==> src/sir_frame_deframer_crc_check_assert.svh <==
// Assertion helpers for the SIR deframer.
`ifndef SIR_FRAME_DEFRAMER_CRC_CHECK_ASSERT_SVH
`define SIR_FRAME_DEFRAMER_CRC_CHECK_ASSERT_SVH

// Same-cycle implication, checked out of reset.
`define SFD_ASSERT_NOW(lbl, clk, rst_n, ante, cons, msg) \
  lbl: assert property (@(posedge clk) disable iff (!rst_n) (ante) |-> (cons)) else $error(msg);

// Next-cycle implication, checked out of reset.
`define SFD_ASSERT_NEXT(lbl, clk, rst_n, ante, cons, msg) \
  lbl: assert property (@(posedge clk) disable iff (!rst_n) (ante) |=> (cons)) else $error(msg);

`endif

==> src/sfd_pkg.sv <==
`timescale 1ns / 1ps

package sfd_pkg;

  localparam int FRAME_CAPACITY = 64;
  localparam int FC_W = $clog2(FRAME_CAPACITY + 1);
  localparam int IDX_MAX = 63;

  localparam logic [7:0] SYM_BEGIN = 8'hC0;
  localparam logic [7:0] SYM_END = 8'hC1;
  localparam logic [7:0] SYM_ESC = 8'h7D;
  localparam logic [7:0] ESC_XOR = 8'h20;
  localparam logic [15:0] CRC_INIT = 16'hFFFF;
  localparam logic [15:0] CRC_RESIDUE = 16'hF0B8;
  localparam logic [15:0] CRC_POLY = 16'h8408;

  localparam logic [3:0] HDR_LIMIT_RST = 4'd5;

  // parser phases
  localparam logic [1:0] PH_SEARCH = 2'd0;
  localparam logic [1:0] PH_HEADER = 2'd1;
  localparam logic [1:0] PH_DATA = 2'd2;
  localparam logic [1:0] PH_ESCAPE = 2'd3;

  // result kinds
  localparam logic [1:0] KIND_DATA = 2'd0;
  localparam logic [1:0] KIND_END = 2'd1;
  localparam logic [1:0] KIND_ABORT = 2'd2;

  typedef struct packed {
    logic [1:0] result_kind;
    logic [7:0] data_byte;
    logic [5:0] byte_index;
    logic       crc_good;
    logic       dropped_after;
  } sfd_result_t;

  typedef struct packed {
    logic [1:0]      phase;
    logic [FC_W-1:0] frame_count;
  } sfd_status_t;

  // Reflected CRC-16-CCITT, one byte.
  function automatic logic [15:0] crc_byte(input logic [15:0] crc, input logic [7:0] b);
    logic [15:0] c;
    c = crc ^ {8'h00, b};
    for (int k = 0; k < 8; k++) begin
      if (c[0]) begin
        c = (c >> 1) ^ CRC_POLY;
      end else begin
        c = c >> 1;
      end
    end
    return c;
  endfunction

  function automatic logic [5:0] sat_index(input logic [FC_W-1:0] v);
    if (32'(v) > IDX_MAX) begin
      return 6'(IDX_MAX);
    end
    return 6'(v);
  endfunction

endpackage

==> src/sfd_parser.sv <==
`timescale 1ns / 1ps

module sfd_parser (
  input  logic                clk,
  input  logic                rst_n,
  input  logic                accept,
  input  logic [7:0]          rx_byte,
  input  logic                last_in_buffer,
  input  logic [3:0]          hdr_limit,
  output logic                res_valid,
  output sfd_pkg::sfd_result_t res,
  output sfd_pkg::sfd_status_t status
);
  import sfd_pkg::*;

  logic [1:0]      phase_r, phase_nxt;
  logic [3:0]      hc_r, hc_nxt;
  logic [15:0]     crc_r, crc_nxt;
  logic [FC_W-1:0] fc_r, fc_nxt;

  logic            do_data;
  logic            take;
  logic            data_res;
  logic [7:0]      tb;
  logic [FC_W-1:0] fc_cur;

  always_comb begin
    phase_nxt = phase_r;
    hc_nxt    = hc_r;
    crc_nxt   = crc_r;
    fc_nxt    = fc_r;
    fc_cur    = fc_r;
    do_data   = 1'b0;
    take      = 1'b0;
    data_res  = 1'b0;
    tb        = rx_byte;
    res_valid = 1'b0;
    res       = '0;

    unique case (phase_r)
      PH_SEARCH: begin
        if (rx_byte == SYM_BEGIN) begin
          hc_nxt    = 4'd1;
          crc_nxt   = CRC_INIT;
          phase_nxt = PH_HEADER;
        end
      end
      PH_HEADER: begin
        if (rx_byte == SYM_BEGIN) begin
          if ({1'b0, hc_r} + 5'd1 > {1'b0, hdr_limit}) begin
            phase_nxt = PH_SEARCH;
          end else begin
            hc_nxt = hc_r + 4'd1;
          end
        end else begin
          // first non-begin byte opens the data
          fc_cur  = '0;
          fc_nxt  = '0;
          do_data = 1'b1;
        end
      end
      PH_DATA: begin
        do_data = 1'b1;
      end
      PH_ESCAPE: begin
        phase_nxt = PH_DATA;
        take      = 1'b1;
        tb        = rx_byte ^ ESC_XOR;
      end
      default: begin
        phase_nxt = PH_SEARCH;
      end
    endcase

    if (do_data) begin
      phase_nxt = PH_DATA;
      if (rx_byte == SYM_BEGIN) begin
        res_valid       = 1'b1;
        res.result_kind = KIND_ABORT;
        res.byte_index  = sat_index(fc_cur);
        phase_nxt       = PH_SEARCH;
      end else if (rx_byte == SYM_ESC) begin
        phase_nxt = PH_ESCAPE;
      end else if (rx_byte == SYM_END) begin
        res_valid       = 1'b1;
        res.result_kind = KIND_END;
        res.byte_index  = sat_index(fc_cur);
        res.crc_good    = (crc_r == CRC_RESIDUE);
        phase_nxt       = PH_SEARCH;
      end else begin
        take = 1'b1;
      end
    end

    if (take) begin
      crc_nxt = crc_byte(crc_r, tb);
      if (32'(fc_cur) < FRAME_CAPACITY) begin
        res_valid       = 1'b1;
        res.result_kind = KIND_DATA;
        res.data_byte   = tb;
        res.byte_index  = sat_index(fc_cur);
        fc_nxt          = fc_cur + FC_W'(1);
        data_res        = 1'b1;
      end
    end

    // buffer end: drop any open frame, back to search
    if (last_in_buffer) begin
      if (phase_nxt == PH_DATA || phase_nxt == PH_ESCAPE) begin
        if (data_res) begin
          res.dropped_after = 1'b1;
        end else if (!res_valid) begin
          res_valid       = 1'b1;
          res.result_kind = KIND_ABORT;
          res.byte_index  = sat_index(fc_nxt);
        end
      end
      phase_nxt = PH_SEARCH;
    end
  end

  always_ff @(posedge clk) begin
    if (!rst_n) begin
      phase_r <= PH_SEARCH;
      hc_r    <= '0;
      crc_r   <= CRC_INIT;
      fc_r    <= '0;
    end else if (accept) begin
      phase_r <= phase_nxt;
      hc_r    <= hc_nxt;
      crc_r   <= crc_nxt;
      fc_r    <= fc_nxt;
    end
  end

  assign status.phase       = phase_r;
  assign status.frame_count = fc_r;

endmodule

==> src/sfd_out_reg.sv <==
`timescale 1ns / 1ps

module sfd_out_reg (
  input  logic                 clk,
  input  logic                 rst_n,
  input  logic                 load,
  input  sfd_pkg::sfd_result_t res,
  input  logic                 take,
  output logic                 can_accept,
  output logic                 valid,
  output sfd_pkg::sfd_result_t data
);
  import sfd_pkg::*;

  logic        valid_r;
  sfd_result_t data_r;

  // a waiting result that is taken this cycle frees the slot
  assign can_accept = !valid_r || take;

  always_ff @(posedge clk) begin
    if (!rst_n) begin
      valid_r <= 1'b0;
    end else if (load) begin
      valid_r <= 1'b1;
    end else if (take) begin
      valid_r <= 1'b0;
    end
  end

  always_ff @(posedge clk) begin
    if (load) begin
      data_r <= res;
    end
  end

  assign valid = valid_r;
  assign data  = data_r;

endmodule

==> src/sir_frame_deframer_crc_check.sv <==
`timescale 1ns / 1ps

// SIR frame deframer with CRC-16 check. Raw bytes from an IrDA SIR link come
// in one per request; in_tlast marks the last byte of a driver buffer, after
// which the parser returns to frame search. Begin bytes (0xC0) form the
// header, escapes (0x7D) flip bit 5 of the next byte, and the end byte (0xC1)
// closes the frame with a verdict on the reflected CRC-16-CCITT residue
// (init 0xFFFF, good residue 0xF0B8). Each request gives zero or one result:
// a data byte with its index, a frame end, or an abort (begin byte inside
// the data, or buffer end in mid-frame). Bytes past the frame capacity are
// not passed on but still feed the CRC. Throughput is one byte per clock:
// the parse and the byte-wide CRC update sit between the input handshake and
// a single result register, and in_tready is low only while a result waits
// and out_tready is low. Each result is registered and shows in the cycle after its byte is accepted.
// cfg_data[3:0] sets the largest number of begin bytes in a header; write it
// only while the block is idle.

module sir_frame_deframer_crc_check (
  input  logic        clk,
  input  logic        rst_n,
  // input bytes
  input  logic        in_tvalid,
  output logic        in_tready,
  input  logic [7:0]  in_tdata,   // [7:0] rx_byte
  input  logic        in_tlast,   // last_in_buffer
  // results
  output logic        out_tvalid,
  input  logic        out_tready,
  output logic [15:0] out_tdata,  // [7:0] data_byte, [13:8] byte_index,
                                  // [14] crc_good, [15] dropped_after
  output logic [1:0]  out_tuser,  // [1:0] result_kind
  // header limit register
  input  logic        cfg_valid,
  output logic        cfg_ready,
  input  logic [3:0]  cfg_data    // [3:0] header_bof_limit
);
  import sfd_pkg::*;

`include "sir_frame_deframer_crc_check_assert.svh"

  logic [3:0]  hdr_limit_r;
  logic        in_acc;
  logic        res_valid;
  sfd_result_t res;
  sfd_status_t status;
  logic        out_valid;
  sfd_result_t out_res;

  assign cfg_ready = 1'b1;

  always_ff @(posedge clk) begin
    if (!rst_n) begin
      hdr_limit_r <= HDR_LIMIT_RST;
    end else if (cfg_valid) begin
      hdr_limit_r <= cfg_data;
    end
  end

  assign in_acc = in_tvalid && in_tready;

  sfd_parser u_parser (
    .clk            (clk),
    .rst_n          (rst_n),
    .accept         (in_acc),
    .rx_byte        (in_tdata),
    .last_in_buffer (in_tlast),
    .hdr_limit      (hdr_limit_r),
    .res_valid      (res_valid),
    .res            (res),
    .status         (status)
  );

  // result register; the parser only advances when a result slot is free
  sfd_out_reg u_out (
    .clk        (clk),
    .rst_n      (rst_n),
    .load       (in_acc && res_valid),
    .res        (res),
    .take       (out_tready),
    .can_accept (in_tready),
    .valid      (out_valid),
    .data       (out_res)
  );

  assign out_tvalid = out_valid;
  assign out_tuser  = out_res.result_kind;
  assign out_tdata  = {out_res.dropped_after, out_res.crc_good,
                       out_res.byte_index, out_res.data_byte};

  // a new request never lands on a result that is still waiting
  `SFD_ASSERT_NOW(a_no_overwrite, clk, rst_n, in_acc, !out_tvalid || out_tready, "result overwritten")
  // buffer end always returns the parser to frame search
  `SFD_ASSERT_NEXT(a_last_to_search, clk, rst_n, in_acc && in_tlast, status.phase == PH_SEARCH, "no search after buffer end")
  // only data results carry a byte or the drop mark
  `SFD_ASSERT_NOW(a_kind_fields, clk, rst_n, out_tvalid && out_tuser != KIND_DATA, out_tdata[7:0] == 8'h00 && !out_tdata[15], "stray data fields")
  // a good CRC verdict only comes with a frame end
  `SFD_ASSERT_NOW(a_crc_on_end, clk, rst_n, out_tvalid && out_tdata[14], out_tuser == KIND_END, "crc_good outside frame end")

endmodule

==> config.mk <==
export PLATFORM = sky130hd
export DESIGN_NAME = sir_frame_deframer_crc_check
export DESIGN_NICKNAME = d
export VERILOG_FILES = /design/src/sfd_pkg.sv /design/src/sfd_parser.sv /design/src/sfd_out_reg.sv /design/src/sir_frame_deframer_crc_check.sv
export VERILOG_INCLUDE_DIRS = /design/src /design/src/src
export SDC_FILE = /design/constraint.sdc
export NUM_CORES = 1
export LEC_CHECK = 0
export CORE_UTILIZATION = 45
export DETAILED_ROUTE_END_ITERATION = 10
export DONT_BUFFER_PORTS = 1
export GPL_TIMING_DRIVEN = 0
export PLACE_DENSITY = 0.7
export SYNTH_ARGS = -nofsm -noshare
export SYNTH_HDL_FRONTEND = slang
export SYNTH_SLANG_ARGS = --single-unit
==> constraint.sdc <==
create_clock -name clk -period 3.95 [get_ports clk]
set_input_delay 0.5925 -clock clk [delete_from_list [all_inputs] [get_ports clk]]
set_output_delay 0.5925 -clock clk [all_outputs]
set_load 0.02 [all_outputs]
==> out/metrics.cfg <==
[synthesis]
netlist_instances=322
ys_seq_area_frac=0.4143
netlist.area_leader.share=0.2309
avgSynthCellArea_um2=9.155
synthFlopType=dfxtp_1
synth_area_leaders=dfxtp_1 (23%), edfxtp_1 (18%), xnor2_1 (5.3%), nand2_1 (5.0%), ha_1 (4.7%)
synth_top_family_by_area=simple AND/OR/NAND/NOR gates
yosys.area.top_type=dfxtp_1
synth_cell_types=59
synthArstFlopShare=0
ys_ff_latch=52
synth_compound_area_frac=0.1863
synth_mux_area_frac=0.01358
yosys_warnings=0
yosys.area_share.simple=0.2216
synth_fp_nets=351
synth_edf_count=18
synth_adder_area_share=0.04669
synth_xor_area_frac=0.08022
synth_area_um2=2948

[grt]
grt_max_degree=19
antenna_found_initial=0
grt_pass1_wl_um=10950
grt_usage=0.1995
grt_pass1_vias=2233
overflow=0

[floorplanning]
core_region_area_um2=6350
fp.dieH_um=82.94
die_w_um=82.94
initial_core_util=0.4642
dieArea_um2=6878
rows=29
boundaryPins=39

[clocking]
post-cts-setup-buffer-count=0
h-tree-depth=2
cts_tree=done
clockBufferDepth=2
cts_root_buf=clkbuf_8
ctsResizeCount=0
cts_buffers=5
ctsHoldBuffers=0
insertion_delay_ns=0.30
clkTransAtPathRegs_ns=0.10
clock-sinks=52

[power]
pwr-share-seq=0.555
pwr_density_cell_nw_per_um2=318.3
switching_share=0.2309
power.total_uw=1005
p_comb_frac=0.079
p_leak_uw=0.001057
power_switching_uw=232.0
p_int_uw=772.6
ir_drop_v=0.0001845
clock_power_share=0.366

[worst_setup_path]
cp.required_ns=3.87
path_class=register to register
critical_path.max_fanout=18
ff2ff_setup_slack_ns=0.41
cp.arrival_ns=3.47
reg2reg_to=u_out.data[5]$_DFFE_PP_
end_kind=register
start_kind=register
endpoint=u_out.data[5]$_DFFE_PP_
crit_start=u_parser.phase_r[0]$_SDFFE_PN0P_
r2r_start=u_parser.phase_r[0]$_SDFFE_PN0P_
r2r.worst_path.cells=8

[status]
status=completed

[drt]
viasPerCell=6.133
avgRoutedWirePerCell_um=16.51
antenna_left=0
vias=2496
dr.pass1.iters=4
drc=0
finalWirelength_um=6720
first_iter_violations=155

[finish]
seqCellArea_um2=1221
multi_input_area_um2=1620
antenna_cells=0
final_nets=358
fin_area_um2=3156
n_fill_cell=592
syn2layout_area_growth_pct=7.046
layout-drive-gt1-share=0.07879
utilization=0.4969

[placement]
pre_cts_slack_ns=0.3932
place_congestion=0.9402
placed_cell_area_um2=3044
port_buffers=0
hpwl_um=5023

[timing]
finalCriticalPeriod_ns=3.543
period_share=0.8971
rsz0062_at_grt=false
max_freq_mhz=282.2
worstMarginPinSlew_ns=1.281
finClkSkew_ns=0.004137
setup_slack_ns=0.4065
tns_ns=0
drv_slew=0
finalSetupViolCount=0
timing.slew.headroom=0.1430
hold_viol=0

[hold_path]
min_path_type=primary input to register

[job]
maxCapViolCount=0

-- worst max-delay path: stages (launching register included) --
cell      delay [ns]
dfxtp_1         0.45
inv_1           0.12
ha_1            0.35
o21a_1          0.20
o41ai_2         0.14
o21bai_1        0.35
nand2_1         0.32
and3_4          0.26
nor2_1          0.95
-- layout by cell type (no fill, tap or decap), drive strengths merged, types with 6 or more instances in the layout --
cell	count
o21ai	11
dfxtp	34
nand4	13
nor2	19
xor2	9
a21oi	15
nand3	9
buf	6
ha	11
xnor2	18
and3	9
clkbuf	16
inv	7
nor3	10
edfxtp	18
o22ai	19
nand2	39
-- metal layers --
layer,global-route usage,share of wire,vias up,wire length [µm]
met5,0,0,-,0
met4,0.09875,0.030,0,204
met3,0.05368,0.077,20,518
met2,0.3048,0.45,117,2998
met1,0.2601,0.45,1160,2999
li1,-,-,1199,-
-- cells in the mapped netlist (8+ instances only) --
library cell	instances
a21oi_1	14
xor2_1	9
nor3_1	8
dfxtp_1	34
edfxtp_1	18
o21ai_0	10
nand2_1	39
o22ai_1	18
nand4_1	13
nor2_1	19
clkbuf_1	11
xnor2_1	18
ha_1	11
nand3_1	9
and3_1	8
-- worst min-delay path by stage --
stage                                  start                       endpoint  slack [ns]  depth (start not counted)
6_report                         cfg_data[2]    hdr_limit_r[2]$_SDFFE_PN1P_        0.42                          2
5_1_grt                          cfg_data[2]    hdr_limit_r[2]$_SDFFE_PN1P_        0.40                          2
4_1_cts                          cfg_data[2]    hdr_limit_r[2]$_SDFFE_PN1P_        0.41                          2
3_5_place_dp   u_parser.hc_r[1]$_SDFFE_PN0P_  u_parser.hc_r[1]$_SDFFE_PN0P_        0.48                          2
3_3_place_gp   u_parser.hc_r[1]$_SDFFE_PN0P_  u_parser.hc_r[1]$_SDFFE_PN0P_        0.47                          2
2_1_floorplan    hdr_limit_r[0]$_SDFFE_PN1P_    hdr_limit_r[0]$_SDFFE_PN1P_        0.45                          2
-- area by class of cell --
class                      count  area share
buffer                        17     0.02419
clock buffer                   5     0.02181
clock inverter                 3     0.01348
inverter                       8    0.009516
multi-input combinational    245      0.5135
sequential                    52      0.3870
tap                           77     0.03053
-- metrics by stage --
step	hold WS (ns)	std cells
final	0.4158	407
after detailed placement	0.4751	399
after floorplan	0.4484	322
after global routing	0.4046	407
after CTS	0.4091	407
after global placement	0.4695	399
-- power by group through the flow --
stage | combinational (µW) | sequential, µW | clock, µW
after global placement | 77.1 | 570 | 0
after floorplan | 63.4 | 569 | 0
after detailed placement | 78.0 | 570 | 0
after global routing | 87.6 | 559 | 390
after CTS | 78.5 | 558 | 371
final | 79.1 | 558 | 367
-- registers in the layout, summed over array words and instances (netlist names) --
register          flops
u_out.valid           1
u_parser.fc_r         7
hdr_limit_r           4
u_parser.phase_r      2
u_parser.hc_r         4
u_out.data           18
u_parser.crc_r       16
-- cells by family (layout without fill, tap and decap cells) --
family                   after synthesis  in the layout
AO/OA/AOI/OAI                         80             80
flip-flops                            52             52
XOR/XNOR                              27             27
multiplexers                           4              4
adder cells (fa/ha/maj)               11             11
other                                  1              1
AND/OR/NAND/NOR                      122            122
buffers and inverters                 25             33
(Power assumes the default switching activity.)
